### src/sv/diff_drive_step_pulse_generator_defines.svh
// Assertion macros shared by the step pulse generator RTL.
// Included by the modules that check their own control logic.
`ifndef DIFF_DRIVE_STEP_PULSE_GENERATOR_DEFINES_SVH
`define DIFF_DRIVE_STEP_PULSE_GENERATOR_DEFINES_SVH

// Same-cycle implication, disabled while reset is high.
`define DDSPG_ASSERT_IMPL(label, clk, rst, ante, cons) \
   label: assert property (@(posedge clk) disable iff (rst) (ante) |-> (cons)) \
      else $error("ddspg: same-cycle check failed");

// Next-cycle implication, disabled while reset is high.
`define DDSPG_ASSERT_NEXT(label, clk, rst, ante, cons) \
   label: assert property (@(posedge clk) disable iff (rst) (ante) |=> (cons)) \
      else $error("ddspg: next-cycle check failed");

`endif

### src/sv/ddspg_pkg.sv
// Shared types and constants of the differential drive step pulse generator.
// No dependencies; every other file refers to it by scoped names.
`default_nettype none

package ddspg_pkg;

   // Field and register widths.
   localparam int TRACK_W    = 10;
   localparam int LIMIT_W    = 11;
   localparam int FLOOR_W    = 10;
   localparam int STEP_W     = 16;
   localparam int LIN_W      = 11;
   localparam int ANG_W      = 14;
   localparam int CSR_IDX_W  = 2;
   localparam int CSR_DATA_W = 16;

   // Speeds are held exactly in units of 1/2000 mm/s.
   localparam int unsigned RATE_SCALE = 2000;
   localparam int BASE_W     = 22;   // lin * 2000, signed
   localparam int DIFF_W     = 24;   // ang * track, signed
   localparam int SUM_W      = 25;   // wheel speed before clamping, signed
   localparam int MAG_W      = 22;   // clamped speed magnitude, limit * 2000
   localparam int FLOOR2K_W  = 21;   // floor * 2000
   localparam int DIVIDEND_W = 27;   // step_const * 2000
   localparam int DIV_CNT_W  = $clog2(DIVIDEND_W + 1);

   // Decoupling queue.
   localparam int QUEUE_DEPTH = 2;
   localparam int QPTR_W      = $clog2(QUEUE_DEPTH);
   localparam int QCNT_W      = $clog2(QUEUE_DEPTH + 1);

   // Request kinds.
   localparam logic REQ_VELOCITY = 1'b0;
   localparam logic REQ_TICK     = 1'b1;

   // Register indexes.
   localparam logic [CSR_IDX_W-1:0] CSR_TRACK_WIDTH = CSR_IDX_W'(0);
   localparam logic [CSR_IDX_W-1:0] CSR_SPEED_LIMIT = CSR_IDX_W'(1);
   localparam logic [CSR_IDX_W-1:0] CSR_SPEED_FLOOR = CSR_IDX_W'(2);
   localparam logic [CSR_IDX_W-1:0] CSR_STEP_CONST  = CSR_IDX_W'(3);

   // Register reset values.
   localparam logic [TRACK_W-1:0] TRACK_RESET = TRACK_W'(230);
   localparam logic [LIMIT_W-1:0] LIMIT_RESET = LIMIT_W'(750);
   localparam logic [FLOOR_W-1:0] FLOOR_RESET = FLOOR_W'(10);
   localparam logic [STEP_W-1:0]  STEP_RESET  = STEP_W'(994);

   // One classified item as it travels from the front end to the back end.
   typedef struct packed {
      logic             kind;
      logic [MAG_W-1:0] left_mag;
      logic [MAG_W-1:0] right_mag;
      logic             left_neg;
      logic             right_neg;
      logic             left_slow;
      logic             right_slow;
   } entry_type;

endpackage

`default_nettype wire

### src/sv/diff_drive_step_pulse_generator.sv
// Top level of the differential drive step pulse generator: register file,
// front end, queue and back end. Depends on ddspg_pkg and the ddspg_* modules.
//
//   Channel | Ports            | Beat
//   --------+------------------+---------------------------------------------
//   request | req_valid/stall  | req_type, req_lin_vel_mm_s, req_ang_vel_mrad_s
//   result  | rsp_valid/stall  | enables, reverse flags and pulse levels
//   config  | csr_wr_en        | csr_index selects the register, csr_wdata
//
// The front end stalls requests until each beat is pushed; a command beat first passes the multiply and clamp steps.
// The back end answers a tick in the cycle after it pops it; a command that moves a wheel
// waits for the 27-step restoring dividers, run once per command.
// A two-entry queue lets the front end keep accepting while the back end divides.
// Reset is synchronous and active high; every result beat is held while rsp_stall is high.
`default_nettype none

module diff_drive_step_pulse_generator #(
   parameter int PERIOD_BITS = 16
) (
   input  logic                                   clock,
   input  logic                                   reset,
   input  logic                                   req_valid,
   output logic                                   req_stall,
   input  logic                                   req_type,
   input  logic signed [ddspg_pkg::LIN_W-1:0]     req_lin_vel_mm_s,
   input  logic signed [ddspg_pkg::ANG_W-1:0]     req_ang_vel_mrad_s,
   output logic                                   rsp_valid,
   input  logic                                   rsp_stall,
   output logic                                   rsp_left_enable,
   output logic                                   rsp_right_enable,
   output logic                                   rsp_left_reverse,
   output logic                                   rsp_right_reverse,
   output logic                                   rsp_left_pulse,
   output logic                                   rsp_right_pulse,
   input  logic                                   csr_wr_en,
   input  logic        [ddspg_pkg::CSR_IDX_W-1:0] csr_index,
   input  logic        [ddspg_pkg::CSR_DATA_W-1:0] csr_wdata
);

   logic [ddspg_pkg::TRACK_W-1:0] track_ff, track_in;
   logic [ddspg_pkg::LIMIT_W-1:0] limit_ff, limit_in;
   logic [ddspg_pkg::FLOOR_W-1:0] floor_ff, floor_in;
   logic [ddspg_pkg::STEP_W-1:0]  step_ff, step_in;
   logic                          q_push, q_full, q_pop, q_valid;
   ddspg_pkg::entry_type           push_entry, q_head;

   // Configuration register writes.
   always_comb begin
      track_in = track_ff;
      limit_in = limit_ff;
      floor_in = floor_ff;
      step_in  = step_ff;
      if (csr_wr_en) begin
         case (csr_index)
            ddspg_pkg::CSR_TRACK_WIDTH: track_in = csr_wdata[ddspg_pkg::TRACK_W-1:0];
            ddspg_pkg::CSR_SPEED_LIMIT: limit_in = csr_wdata[ddspg_pkg::LIMIT_W-1:0];
            ddspg_pkg::CSR_SPEED_FLOOR: floor_in = csr_wdata[ddspg_pkg::FLOOR_W-1:0];
            ddspg_pkg::CSR_STEP_CONST:  step_in  = csr_wdata[ddspg_pkg::STEP_W-1:0];
            default: begin
               step_in = step_ff;
            end
         endcase
      end
   end

   always_ff @(posedge clock) begin
      if (reset) begin
         track_ff <= ddspg_pkg::TRACK_RESET;
         limit_ff <= ddspg_pkg::LIMIT_RESET;
         floor_ff <= ddspg_pkg::FLOOR_RESET;
         step_ff  <= ddspg_pkg::STEP_RESET;
      end else begin
         track_ff <= track_in;
         limit_ff <= limit_in;
         floor_ff <= floor_in;
         step_ff  <= step_in;
      end
   end

   ddspg_front u_front (
      .clock              (clock),
      .reset              (reset),
      .req_valid          (req_valid),
      .req_stall          (req_stall),
      .req_type           (req_type),
      .req_lin_vel_mm_s   (req_lin_vel_mm_s),
      .req_ang_vel_mrad_s (req_ang_vel_mrad_s),
      .track_width_mm     (track_ff),
      .speed_limit_mm_s   (limit_ff),
      .speed_floor_mm_s   (floor_ff),
      .q_full             (q_full),
      .q_push             (q_push),
      .q_entry            (push_entry)
   );

   ddspg_queue u_queue (
      .clock      (clock),
      .reset      (reset),
      .push       (q_push),
      .push_entry (push_entry),
      .full       (q_full),
      .pop        (q_pop),
      .not_empty  (q_valid),
      .head       (q_head)
   );

   ddspg_back #(
      .PERIOD_BITS (PERIOD_BITS)
   ) u_back (
      .clock             (clock),
      .reset             (reset),
      .step_const        (step_ff),
      .q_valid           (q_valid),
      .q_head            (q_head),
      .q_pop             (q_pop),
      .rsp_valid         (rsp_valid),
      .rsp_stall         (rsp_stall),
      .rsp_left_enable   (rsp_left_enable),
      .rsp_right_enable  (rsp_right_enable),
      .rsp_left_reverse  (rsp_left_reverse),
      .rsp_right_reverse (rsp_right_reverse),
      .rsp_left_pulse    (rsp_left_pulse),
      .rsp_right_pulse   (rsp_right_pulse)
   );

endmodule

`default_nettype wire

### src/sv/ddspg_queue.sv
// Short FIFO of classified items between the front end and the back end.
// Depends on ddspg_pkg for the entry type and depth.
`default_nettype none
`include "diff_drive_step_pulse_generator_defines.svh"

module ddspg_queue (
   input  logic                clock,
   input  logic                reset,
   input  logic                push,
   input  ddspg_pkg::entry_type push_entry,
   output logic                full,
   input  logic                pop,
   output logic                not_empty,
   output ddspg_pkg::entry_type head
);

   ddspg_pkg::entry_type                  entry_ff [ddspg_pkg::QUEUE_DEPTH];
   logic [ddspg_pkg::QPTR_W-1:0] wr_ptr_ff, wr_ptr_in;
   logic [ddspg_pkg::QPTR_W-1:0] rd_ptr_ff, rd_ptr_in;
   logic [ddspg_pkg::QCNT_W-1:0] count_ff, count_in;

   assign full      = (count_ff == ddspg_pkg::QCNT_W'(ddspg_pkg::QUEUE_DEPTH));
   assign not_empty = (count_ff != '0);
   assign head      = entry_ff[rd_ptr_ff];

   // Pointer and fill count updates.
   always_comb begin
      wr_ptr_in = wr_ptr_ff;
      rd_ptr_in = rd_ptr_ff;
      count_in  = count_ff;
      if (push) begin
         wr_ptr_in = (wr_ptr_ff == ddspg_pkg::QPTR_W'(ddspg_pkg::QUEUE_DEPTH - 1))
                     ? '0 : wr_ptr_ff + 1'b1;
      end
      if (pop) begin
         rd_ptr_in = (rd_ptr_ff == ddspg_pkg::QPTR_W'(ddspg_pkg::QUEUE_DEPTH - 1))
                     ? '0 : rd_ptr_ff + 1'b1;
      end
      if (push && !pop) begin
         count_in = count_ff + 1'b1;
      end else if (pop && !push) begin
         count_in = count_ff - 1'b1;
      end
   end

   always_ff @(posedge clock) begin
      if (reset) begin
         wr_ptr_ff <= '0;
         rd_ptr_ff <= '0;
         count_ff  <= '0;
      end else begin
         wr_ptr_ff <= wr_ptr_in;
         rd_ptr_ff <= rd_ptr_in;
         count_ff  <= count_in;
      end
   end

   // Entry storage needs no reset.
   always_ff @(posedge clock) begin
      if (push) begin
         entry_ff[wr_ptr_ff] <= push_entry;
      end
   end

   // The front end never writes a full queue and the back end never reads an empty one.
   `DDSPG_ASSERT_IMPL(a_no_overflow, clock, reset, push, !full)
   `DDSPG_ASSERT_IMPL(a_no_underflow, clock, reset, pop, not_empty)

endmodule

`default_nettype wire

### src/sv/ddspg_front.sv
// Front end: accepts request beats, forms both wheel speeds, clamps them
// and classifies them against the floor. Depends on ddspg_pkg.
`default_nettype none

module ddspg_front (
   input  logic                                   clock,
   input  logic                                   reset,
   input  logic                                   req_valid,
   output logic                                   req_stall,
   input  logic                                   req_type,
   input  logic signed [ddspg_pkg::LIN_W-1:0]     req_lin_vel_mm_s,
   input  logic signed [ddspg_pkg::ANG_W-1:0]     req_ang_vel_mrad_s,
   input  logic        [ddspg_pkg::TRACK_W-1:0]   track_width_mm,
   input  logic        [ddspg_pkg::LIMIT_W-1:0]   speed_limit_mm_s,
   input  logic        [ddspg_pkg::FLOOR_W-1:0]   speed_floor_mm_s,
   input  logic                                   q_full,
   output logic                                   q_push,
   output ddspg_pkg::entry_type                    q_entry
);

   typedef enum logic [1:0] {
      F_IDLE,
      F_MUL,
      F_CLAMP,
      F_PUSH
   } state_type;

   localparam logic signed [ddspg_pkg::BASE_W-1:0] VEL_SCALE =
      ddspg_pkg::BASE_W'(ddspg_pkg::RATE_SCALE);

   state_type                                  state_ff, state_in;
   logic                                       kind_ff, kind_in;
   logic signed [ddspg_pkg::LIN_W-1:0]         lin_ff, lin_in;
   logic signed [ddspg_pkg::ANG_W-1:0]         ang_ff, ang_in;
   logic signed [ddspg_pkg::BASE_W-1:0]        base_ff, base_in;
   logic signed [ddspg_pkg::DIFF_W-1:0]        diff_ff, diff_in;
   logic        [ddspg_pkg::MAG_W-1:0]         lim_ff, lim_in;
   logic        [ddspg_pkg::FLOOR2K_W-1:0]     floor_ff, floor_in;
   logic        [ddspg_pkg::MAG_W-1:0]         l_mag_ff, l_mag_in, r_mag_ff, r_mag_in;
   logic                                       l_neg_ff, l_neg_in, r_neg_ff, r_neg_in;
   logic signed [ddspg_pkg::SUM_W-1:0]         sum_l, sum_r;
   logic signed [ddspg_pkg::DIFF_W-1:0]        track_ext;
   logic                                       accept;

   // Magnitude after clamping to the limit.
   function automatic logic [ddspg_pkg::MAG_W-1:0] wheel_mag(
      input logic signed [ddspg_pkg::SUM_W-1:0] s,
      input logic        [ddspg_pkg::MAG_W-1:0] lim);
      logic [ddspg_pkg::SUM_W-1:0] abs_v;
      abs_v = s[ddspg_pkg::SUM_W-1] ? unsigned'(-s) : unsigned'(s);
      wheel_mag = (abs_v > ddspg_pkg::SUM_W'(lim)) ? lim : ddspg_pkg::MAG_W'(abs_v);
   endfunction

   // A clamped speed is negative unless the limit forces it to zero.
   function automatic logic wheel_neg(
      input logic signed [ddspg_pkg::SUM_W-1:0] s,
      input logic        [ddspg_pkg::MAG_W-1:0] lim);
      wheel_neg = s[ddspg_pkg::SUM_W-1] && (lim != '0);
   endfunction

   assign accept    = req_valid && !req_stall;
   assign req_stall = (state_ff != F_IDLE);
   assign track_ext = signed'(ddspg_pkg::DIFF_W'(track_width_mm));

   // Wheel speeds from the registered products.
   assign sum_l = ddspg_pkg::SUM_W'(base_ff) - ddspg_pkg::SUM_W'(diff_ff);
   assign sum_r = ddspg_pkg::SUM_W'(base_ff) + ddspg_pkg::SUM_W'(diff_ff);

   // Datapath: every stage recomputes from the held beat, so no enables are needed.
   always_comb begin
      kind_in  = accept ? req_type : kind_ff;
      lin_in   = accept ? req_lin_vel_mm_s : lin_ff;
      ang_in   = accept ? req_ang_vel_mrad_s : ang_ff;
      base_in  = ddspg_pkg::BASE_W'(lin_ff) * VEL_SCALE;
      diff_in  = ddspg_pkg::DIFF_W'(ang_ff) * track_ext;
      lim_in   = ddspg_pkg::MAG_W'(speed_limit_mm_s) *
                 ddspg_pkg::MAG_W'(ddspg_pkg::RATE_SCALE);
      floor_in = ddspg_pkg::FLOOR2K_W'(speed_floor_mm_s) *
                 ddspg_pkg::FLOOR2K_W'(ddspg_pkg::RATE_SCALE);
      l_mag_in = wheel_mag(sum_l, lim_ff);
      r_mag_in = wheel_mag(sum_r, lim_ff);
      l_neg_in = wheel_neg(sum_l, lim_ff);
      r_neg_in = wheel_neg(sum_r, lim_ff);
   end

   // Queue entry, classified against the floor.
   always_comb begin
      q_push             = (state_ff == F_PUSH) && !q_full;
      q_entry.kind       = kind_ff;
      q_entry.left_mag   = l_mag_ff;
      q_entry.right_mag  = r_mag_ff;
      q_entry.left_neg   = l_neg_ff;
      q_entry.right_neg  = r_neg_ff;
      q_entry.left_slow  = (l_mag_ff < ddspg_pkg::MAG_W'(floor_ff));
      q_entry.right_slow = (r_mag_ff < ddspg_pkg::MAG_W'(floor_ff));
   end

   // Sequencer: ticks go straight to the queue, commands pass the two arithmetic steps.
   always_comb begin
      state_in = state_ff;
      case (state_ff)
         F_IDLE: begin
            if (accept) begin
               state_in = (req_type == ddspg_pkg::REQ_TICK) ? F_PUSH : F_MUL;
            end
         end
         F_MUL: begin
            state_in = F_CLAMP;
         end
         F_CLAMP: begin
            state_in = F_PUSH;
         end
         F_PUSH: begin
            if (!q_full) begin
               state_in = F_IDLE;
            end
         end
         default: begin
            state_in = F_IDLE;
         end
      endcase
   end

   always_ff @(posedge clock) begin
      if (reset) begin
         state_ff <= F_IDLE;
      end else begin
         state_ff <= state_in;
      end
      kind_ff  <= kind_in;
      lin_ff   <= lin_in;
      ang_ff   <= ang_in;
      base_ff  <= base_in;
      diff_ff  <= diff_in;
      lim_ff   <= lim_in;
      floor_ff <= floor_in;
      l_mag_ff <= l_mag_in;
      r_mag_ff <= r_mag_in;
      l_neg_ff <= l_neg_in;
      r_neg_ff <= r_neg_in;
   end

endmodule

`default_nettype wire

### src/sv/ddspg_divider.sv
// Restoring divider, one quotient bit per cycle.
// Depends on ddspg_pkg for the dividend and divisor widths.
`default_nettype none

module ddspg_divider (
   input  logic                                 clock,
   input  logic                                 reset,
   input  logic                                 start,
   input  logic [ddspg_pkg::DIVIDEND_W-1:0]     dividend,
   input  logic [ddspg_pkg::MAG_W-1:0]          divisor,
   output logic                                 done,
   output logic [ddspg_pkg::DIVIDEND_W-1:0]     quotient
);

   logic                                  busy_ff, busy_in;
   logic                                  done_ff, done_in;
   logic [ddspg_pkg::DIV_CNT_W-1:0]       count_ff, count_in;
   logic [ddspg_pkg::MAG_W-1:0]           rem_ff, rem_in;
   logic [ddspg_pkg::DIVIDEND_W-1:0]      shift_ff, shift_in;
   logic [ddspg_pkg::MAG_W-1:0]           divisor_ff, divisor_in;
   logic [ddspg_pkg::MAG_W:0]             rem_shift;
   logic [ddspg_pkg::MAG_W:0]             trial;
   logic                                  fits;

   assign done     = done_ff;
   assign quotient = shift_ff;

   // One trial subtraction: the dividend shifts out at the top, quotient bits in at the bottom.
   assign rem_shift = {rem_ff, shift_ff[ddspg_pkg::DIVIDEND_W-1]};
   assign trial     = rem_shift - {1'b0, divisor_ff};
   assign fits      = (rem_shift >= {1'b0, divisor_ff});

   always_comb begin
      busy_in    = busy_ff;
      done_in    = 1'b0;
      count_in   = count_ff;
      rem_in     = rem_ff;
      shift_in   = shift_ff;
      divisor_in = divisor_ff;
      if (start) begin
         busy_in    = 1'b1;
         count_in   = ddspg_pkg::DIV_CNT_W'(ddspg_pkg::DIVIDEND_W);
         rem_in     = '0;
         shift_in   = dividend;
         divisor_in = divisor;
      end else if (busy_ff) begin
         rem_in   = fits ? trial[ddspg_pkg::MAG_W-1:0] : rem_shift[ddspg_pkg::MAG_W-1:0];
         shift_in = {shift_ff[ddspg_pkg::DIVIDEND_W-2:0], fits};
         count_in = count_ff - 1'b1;
         if (count_ff == ddspg_pkg::DIV_CNT_W'(1)) begin
            busy_in = 1'b0;
            done_in = 1'b1;
         end
      end
   end

   always_ff @(posedge clock) begin
      if (reset) begin
         busy_ff  <= 1'b0;
         done_ff  <= 1'b0;
         count_ff <= '0;
      end else begin
         busy_ff  <= busy_in;
         done_ff  <= done_in;
         count_ff <= count_in;
      end
      rem_ff     <= rem_in;
      shift_ff   <= shift_in;
      divisor_ff <= divisor_in;
   end

endmodule

`default_nettype wire

### src/sv/ddspg_back.sv
// Back end: carries out ticks and commands, holds the wheel state and the
// result register. Depends on ddspg_pkg and ddspg_divider.
`default_nettype none
`include "diff_drive_step_pulse_generator_defines.svh"

module ddspg_back #(
   parameter int PERIOD_BITS = 16
) (
   input  logic                               clock,
   input  logic                               reset,
   input  logic [ddspg_pkg::STEP_W-1:0]       step_const,
   input  logic                               q_valid,
   input  ddspg_pkg::entry_type                q_head,
   output logic                               q_pop,
   output logic                               rsp_valid,
   input  logic                               rsp_stall,
   output logic                               rsp_left_enable,
   output logic                               rsp_right_enable,
   output logic                               rsp_left_reverse,
   output logic                               rsp_right_reverse,
   output logic                               rsp_left_pulse,
   output logic                               rsp_right_pulse
);

   typedef enum logic [1:0] {
      B_IDLE,
      B_START,
      B_WAIT,
      B_FIN
   } state_type;

   localparam int CAP_W = (PERIOD_BITS > ddspg_pkg::DIVIDEND_W) ?
                          PERIOD_BITS : ddspg_pkg::DIVIDEND_W;
   localparam logic [PERIOD_BITS-1:0] PMASK = '1;

   state_type                              state_ff, state_in;
   logic [PERIOD_BITS-1:0]                 hp_l_ff, hp_l_in, hp_r_ff, hp_r_in;
   logic [PERIOD_BITS-1:0]                 cnt_l_ff, cnt_l_in, cnt_r_ff, cnt_r_in;
   logic                                   lvl_l_ff, lvl_l_in, lvl_r_ff, lvl_r_in;
   logic                                   en_l_ff, en_l_in, en_r_ff, en_r_in;
   logic                                   dir_l_ff, dir_l_in, dir_r_ff, dir_r_in;
   logic                                   rsp_valid_ff, rsp_valid_in;
   logic                                   rsp_en_l_ff, rsp_en_r_ff;
   logic                                   rsp_dir_l_ff, rsp_dir_r_ff;
   logic                                   rsp_lvl_l_ff, rsp_lvl_r_ff;
   logic [ddspg_pkg::MAG_W-1:0]            mag_l_ff, mag_l_in, mag_r_ff, mag_r_in;
   logic                                   neg_l_ff, neg_l_in, neg_r_ff, neg_r_in;
   logic [ddspg_pkg::DIVIDEND_W-1:0]       dividend_ff, dividend_in;
   logic                                   div_start;
   logic                                   l_done, r_done;
   logic [ddspg_pkg::DIVIDEND_W-1:0]       q_l, q_r;
   logic                                   out_free;
   logic                                   emit;
   logic                                   wrap_l, wrap_r;

   // Half-period from a quotient, saturated; a standing wheel gets the cap.
   function automatic logic [PERIOD_BITS-1:0] half_period(
      input logic [ddspg_pkg::DIVIDEND_W-1:0] q,
      input logic [ddspg_pkg::MAG_W-1:0]      m);
      logic [CAP_W-1:0] q_ext;
      q_ext = CAP_W'(q);
      half_period = ((m == '0) || (q_ext > CAP_W'(PMASK))) ? PMASK : PERIOD_BITS'(q);
   endfunction

   // One divider per wheel; both run in lockstep.
   ddspg_divider u_div_left (
      .clock    (clock),
      .reset    (reset),
      .start    (div_start),
      .dividend (dividend_ff),
      .divisor  (mag_l_ff),
      .done     (l_done),
      .quotient (q_l)
   );

   ddspg_divider u_div_right (
      .clock    (clock),
      .reset    (reset),
      .start    (div_start),
      .dividend (dividend_ff),
      .divisor  (mag_r_ff),
      .done     (r_done),
      .quotient (q_r)
   );

   assign out_free  = !rsp_valid_ff || !rsp_stall;
   assign q_pop     = (state_ff == B_IDLE) && q_valid && out_free;
   assign div_start = (state_ff == B_START);
   assign wrap_l    = (cnt_l_ff > hp_l_ff);
   assign wrap_r    = (cnt_r_ff > hp_r_ff);

   assign rsp_valid         = rsp_valid_ff;
   assign rsp_left_enable   = rsp_en_l_ff;
   assign rsp_right_enable  = rsp_en_r_ff;
   assign rsp_left_reverse  = rsp_dir_l_ff;
   assign rsp_right_reverse = rsp_dir_r_ff;
   assign rsp_left_pulse    = rsp_lvl_l_ff;
   assign rsp_right_pulse   = rsp_lvl_r_ff;

   // Next state of the wheels and of the sequencer.
   always_comb begin
      state_in    = state_ff;
      hp_l_in     = hp_l_ff;
      hp_r_in     = hp_r_ff;
      cnt_l_in    = cnt_l_ff;
      cnt_r_in    = cnt_r_ff;
      lvl_l_in    = lvl_l_ff;
      lvl_r_in    = lvl_r_ff;
      en_l_in     = en_l_ff;
      en_r_in     = en_r_ff;
      dir_l_in    = dir_l_ff;
      dir_r_in    = dir_r_ff;
      mag_l_in    = mag_l_ff;
      mag_r_in    = mag_r_ff;
      neg_l_in    = neg_l_ff;
      neg_r_in    = neg_r_ff;
      dividend_in = dividend_ff;
      emit        = 1'b0;
      case (state_ff)
         B_IDLE: begin
            if (q_pop) begin
               if (q_head.kind == ddspg_pkg::REQ_TICK) begin
                  // A counter past its half-period restarts and flips the level.
                  cnt_l_in = wrap_l ? PERIOD_BITS'(1) : cnt_l_ff + 1'b1;
                  cnt_r_in = wrap_r ? PERIOD_BITS'(1) : cnt_r_ff + 1'b1;
                  lvl_l_in = lvl_l_ff ^ wrap_l;
                  lvl_r_in = lvl_r_ff ^ wrap_r;
                  emit     = 1'b1;
               end else begin
                  en_l_in     = !q_head.left_slow;
                  en_r_in     = !q_head.right_slow;
                  mag_l_in    = q_head.left_mag;
                  mag_r_in    = q_head.right_mag;
                  neg_l_in    = q_head.left_neg;
                  neg_r_in    = q_head.right_neg;
                  dividend_in = ddspg_pkg::DIVIDEND_W'(step_const) *
                                ddspg_pkg::DIVIDEND_W'(ddspg_pkg::RATE_SCALE);
                  // Both wheels below the floor keep their periods and directions.
                  if (q_head.left_slow && q_head.right_slow) begin
                     emit = 1'b1;
                  end else begin
                     state_in = B_START;
                  end
               end
            end
         end
         B_START: begin
            state_in = B_WAIT;
         end
         B_WAIT: begin
            if (l_done) begin
               state_in = B_FIN;
            end
         end
         B_FIN: begin
            if (out_free) begin
               hp_l_in  = half_period(q_l, mag_l_ff);
               hp_r_in  = half_period(q_r, mag_r_ff);
               dir_l_in = neg_l_ff;
               dir_r_in = neg_r_ff;
               emit     = 1'b1;
               state_in = B_IDLE;
            end
         end
         default: begin
            state_in = B_IDLE;
         end
      endcase
      rsp_valid_in = emit || (rsp_valid_ff && rsp_stall);
   end

   always_ff @(posedge clock) begin
      if (reset) begin
         state_ff     <= B_IDLE;
         hp_l_ff      <= '0;
         hp_r_ff      <= '0;
         cnt_l_ff     <= '0;
         cnt_r_ff     <= '0;
         lvl_l_ff     <= 1'b0;
         lvl_r_ff     <= 1'b0;
         en_l_ff      <= 1'b0;
         en_r_ff      <= 1'b0;
         dir_l_ff     <= 1'b0;
         dir_r_ff     <= 1'b0;
         rsp_valid_ff <= 1'b0;
      end else begin
         state_ff     <= state_in;
         hp_l_ff      <= hp_l_in;
         hp_r_ff      <= hp_r_in;
         cnt_l_ff     <= cnt_l_in;
         cnt_r_ff     <= cnt_r_in;
         lvl_l_ff     <= lvl_l_in;
         lvl_r_ff     <= lvl_r_in;
         en_l_ff      <= en_l_in;
         en_r_ff      <= en_r_in;
         dir_l_ff     <= dir_l_in;
         dir_r_ff     <= dir_r_in;
         rsp_valid_ff <= rsp_valid_in;
      end
      mag_l_ff    <= mag_l_in;
      mag_r_ff    <= mag_r_in;
      neg_l_ff    <= neg_l_in;
      neg_r_ff    <= neg_r_in;
      dividend_ff <= dividend_in;
      // The result beat shows the state after the item.
      if (emit) begin
         rsp_en_l_ff  <= en_l_in;
         rsp_en_r_ff  <= en_r_in;
         rsp_dir_l_ff <= dir_l_in;
         rsp_dir_r_ff <= dir_r_in;
         rsp_lvl_l_ff <= lvl_l_in;
         rsp_lvl_r_ff <= lvl_r_in;
      end
   end

   // The two dividers start together and must finish together.
   `DDSPG_ASSERT_IMPL(a_div_lockstep, clock, reset, l_done || r_done, l_done && r_done)
   // A finished division always leads to the update step.
   `DDSPG_ASSERT_NEXT(a_fin_after_done, clock, reset, l_done, state_ff == B_FIN)

endmodule

`default_nettype wire
### config.mk
export PLATFORM = sky130hd
export DESIGN_NAME = diff_drive_step_pulse_generator
export DESIGN_NICKNAME = d
export VERILOG_FILES = /design/src/sv/ddspg_pkg.sv /design/src/sv/diff_drive_step_pulse_generator.sv /design/src/sv/ddspg_queue.sv /design/src/sv/ddspg_front.sv /design/src/sv/ddspg_divider.sv /design/src/sv/ddspg_back.sv
export VERILOG_INCLUDE_DIRS = /design/src /design/src/sv
export SDC_FILE = /design/constraint.sdc
export NUM_CORES = 2
export LEC_CHECK = 0
export BUFFER_PORTS_ARGS = -buffer_cell sky130_fd_sc_hd__clkbuf_2
export CELL_PAD_IN_SITES_DETAIL_PLACEMENT = 0
export CELL_PAD_IN_SITES_GLOBAL_PLACEMENT = 1
export CORE_MARGIN = 3
export CORE_UTILIZATION = 47
export DETAILED_ROUTE_END_ITERATION = 6
export PLACE_DENSITY_LB_ADDON = 0.1
export SETUP_SLACK_MARGIN = 0.1
export SYNTH_ARGS = -nofsm -noshare
export SYNTH_HDL_FRONTEND = slang
export SYNTH_SLANG_ARGS = --single-unit
### constraint.sdc
create_clock -name clock -period 13.1 [get_ports clock]
set_clock_uncertainty 0.2 [all_clocks]
set_input_delay 1.965 -clock clock [delete_from_list [all_inputs] [get_ports clock]]
set_output_delay 1.965 -clock clock [all_outputs]
set_load 0.02 [all_outputs]
==> flow_summary.ini <==
[layout]
stdcell_count = 5141
num_antenna_cells = 0
syn_to_final_growth_pct = 9.35
design_area_sq_um = 44800
drive_above_1_share_pct = 7.73
nets = 4707

[die]
ios = 57
coreArea_sq_um = 85800
die-area_sq_um = 90700
fp.dieW_um = 301
rows = 107
start_util_pct = 47.7
die_h_um = 301

[cts]
cts_max_level = 3
path_clk_slew_ns = 0.06
cts_buffer_depth = 3
cts.sinks = 604
cts_made_buffers = 72
cts-root-buf = clkbuf_16
cts_tree = built
clk_latency_ns = 0.63
cts.hold.buffers_added = 0
cts.repair.resized = 0
cts_setup_buffers = 0

[sta]
maxSlewHeadroom_pct = 17.6
fin_crit_ns = 7.13
worst_pin_slew_ns = 1.24
fmax_mhz = 140
hold_viol = 0
rsz0062_at_grt = false
setup_viol = 0
timing.final.crit_share_pct = 54.4
report.final.slew_viol_count = 0
fin_setup_tns_ns = 0

[synth]
synth_edf_count = 297
yosysMostFrequentCell = inv_1
synth_top_area_cell = edfxtp_1
syn-num-nets = 4678
async_flop_share_pct = 0
synth_top_cells_by_count = inv_1 (486), ha_1 (436), dfxtp_1 (307)
synth_area_sq_um = 41000
synth_area_leaders = edfxtp_1 (22%), dfxtp_1 (15%), fa_1 (14%)
syn_avg_cell_area_sq_um = 10.5
ys.flop_type = dfxtp_1
synthCells = 3908
synth-warning-count = 0
synth.distinct_cells = 89
ys_ff_latch = 604
synth_top_cell_area_share_pct = 21.8
ys_seq_area_share_pct = 36.8

[global_route]
grt_antenna_before_repair = 7
grt_usage_pct = 21.3
grt_remaining_overflow = 0
grt_first_pass_wirelength_um = 153000
grt_pass1_vias = 27400
grt_max_degree = 84

[flow_run]
drv_cap = 0

[drt]
drt-initial-drc-count = 1429
drtPass1Iterations = 5
met2_length_um = 44100
routed_wl_um = 93900
wl_met1_um = 44800
ant_nets = 0
vias = 26700
drc = 0
viasPerCell = 5.20
avgRoutedWirePerCell_um = 18.3
top_layer = met5
wl_met3_um = 2850

[worst_setup_path]
cp.arrival_ns = 7.43
worst-r2r-cell-count = 24
worstPathMaxFanout = 22
cp-start-kind = flip-flop
worstPathRequired_ns = 13.40
r2r_setup_slack_ns = 5.97
path_class = flip-flop to flip-flop
critPathCaptureType = flip-flop

[placement]
dpl.hpwl_um = 73400
postPlaceCellArea_sq_um = 42400
portBuffers = 56
gp_congestion = 0.899
dp_cells = 5007

[hold_path]
min_path_type = flip-flop to flip-flop
min_path_cells = 0

[run_status]
status = finished, final reports clean
state kept, by name, indices dropped and copies added (netlist names), 14 cells and up, named ones only:
register and cells:
u_back.hp_r_ff 16, u_back.hp_l_ff 16, u_front.lim_ff 18, u_front.ang_ff 14, u_front.diff_ff 24, u_back.u_div_left.rem_ff 22
u_back.u_div_left.divisor_ff 22, u_back.cnt_r_ff 16, u_back.u_div_right.rem_ff 22, u_queue.entry_ff 98, u_back.dividend_ff 23, u_front.floor_ff 17
u_back.cnt_l_ff 16, u_front.base_ff 18, u_back.u_div_right.divisor_ff 22, u_back.mag_l_ff 22, u_back.u_div_left.quotient 27, u_back.mag_r_ff 22
u_front.r_mag_ff 22, step_ff 16, u_back.u_div_right.quotient 27, u_front.l_mag_ff 22
critical path, stage by stage (launching register included):
cell	delay [ns]
dfxtp_1	0.44
inv_1	0.14
ha_1	0.32
and4bb_2	0.30
o22ai_2	0.15
nor3_1	0.09
or4b_4	0.55
a41o_4	0.33
a221oi_4	0.38
o21bai_1	0.17
nand2_1	0.43
nand2_1	0.13
xnor2_1	0.21
ha_1	0.28
nor2b_1	0.14
o21a_1	0.16
o21a_1	0.16
o21ai_0	0.17
a31oi_1	0.11
a211oi_1	0.23
o21ai_0	0.10
a21oi_1	0.14
a31oi_1	0.05
or4_1	1.09
mux2_1	0.52
logic make-up after synthesis:
logic type / after synthesis / share of synthesized area [%]
AO/OA/AOI/OAI: 640 / 10.1
AND/OR/NAND/NOR: 982 / 11.8
adder cells (fa/ha/maj): 721 / 27.3
multiplexers: 123 / 3.40
XOR/XNOR: 233 / 5.00
buffers and inverters: 605 / 5.67
flip-flops: 604 / 36.8
final timing paths:
kind,start,to
worst max-delay path,u_front.diff_ff[0]$_DFF_P_,u_front.l_mag_ff[21]$_DFF_P_
worst min-delay path,u_front.r_mag_ff[0]$_SDFF_PP0_,u_queue.entry_ff[0][4]$_DFFE_PP_
worst max register to register,u_front.diff_ff[0]$_DFF_P_,u_front.l_mag_ff[21]$_DFF_P_
worst min register to register,u_front.r_mag_ff[0]$_SDFF_PP0_,u_queue.entry_ff[0][4]$_DFFE_PP_
per-layer routing:
metal / vias up / track usage, %
met2: 310 / 35.2
met4: 6 / 5.09
met1: 12900 / 29.6
met3: 126 / 2.92
met5: - / 0
li1: 13400 / -
layout make-up:
| class | count | area [sq um] |
|---|---|---|
| fill | 7738 | 41000 |
| clock inverter | 40 | 439 |
| inverter | 486 | 1820 |
| multi-input combinational | 2699 | 23600 |
| tap | 1144 | 1430 |
| clock buffer | 94 | 1990 |
| sequential | 604 | 15100 |
| timing repair buffer | 74 | 418 |
layout by cell type, fill, tap and decap left out, types with 34 or more instances in the layout:
cell type  Yosys  routed
a21o_1        66      66
nand2_1      294     294
nand3_1       34      34
ha_1         436     435
edfxtp_1     297     297
xor2_1        88      88
fa_1         285     285
o21ai_0      150     150
clkbuf_16      0      74
clkbuf_2       1      55
xnor2_1      144     144
mux2i_1       39      39
nand2b_1      34      34
inv_1        486     485
nand4_1       44      44
and2_1        80      80
a21oi_1      168     167
nor2_1       243     242
a211oi_1      76      76
dfxtp_1      307     306
mux2_2        61      61
nor3_1        59      59
nor2b_1       58      58
per-stage QoR:
| step | hold slack, ns | worst slack [ns] | util, % |
|---|---|---|---|
| 2_1_floorplan | 0.204 | 7.03 | - |
| 3_3_place_gp | 0.209 | 6.15 | 49.4 |
| 3_5_place_dp | 0.213 | 6.07 | 49.4 |
| 4_1_cts | 0.211 | 6.02 | 52.2 |
| 5_1_grt | 0.228 | 5.47 | 52.2 |
| 6_report | 0.224 | 5.97 | 52.2 |
Power is left out: the tool's default activity adds up to more than one toggle a clock period on the data nets, which glitch-free logic cannot reach.
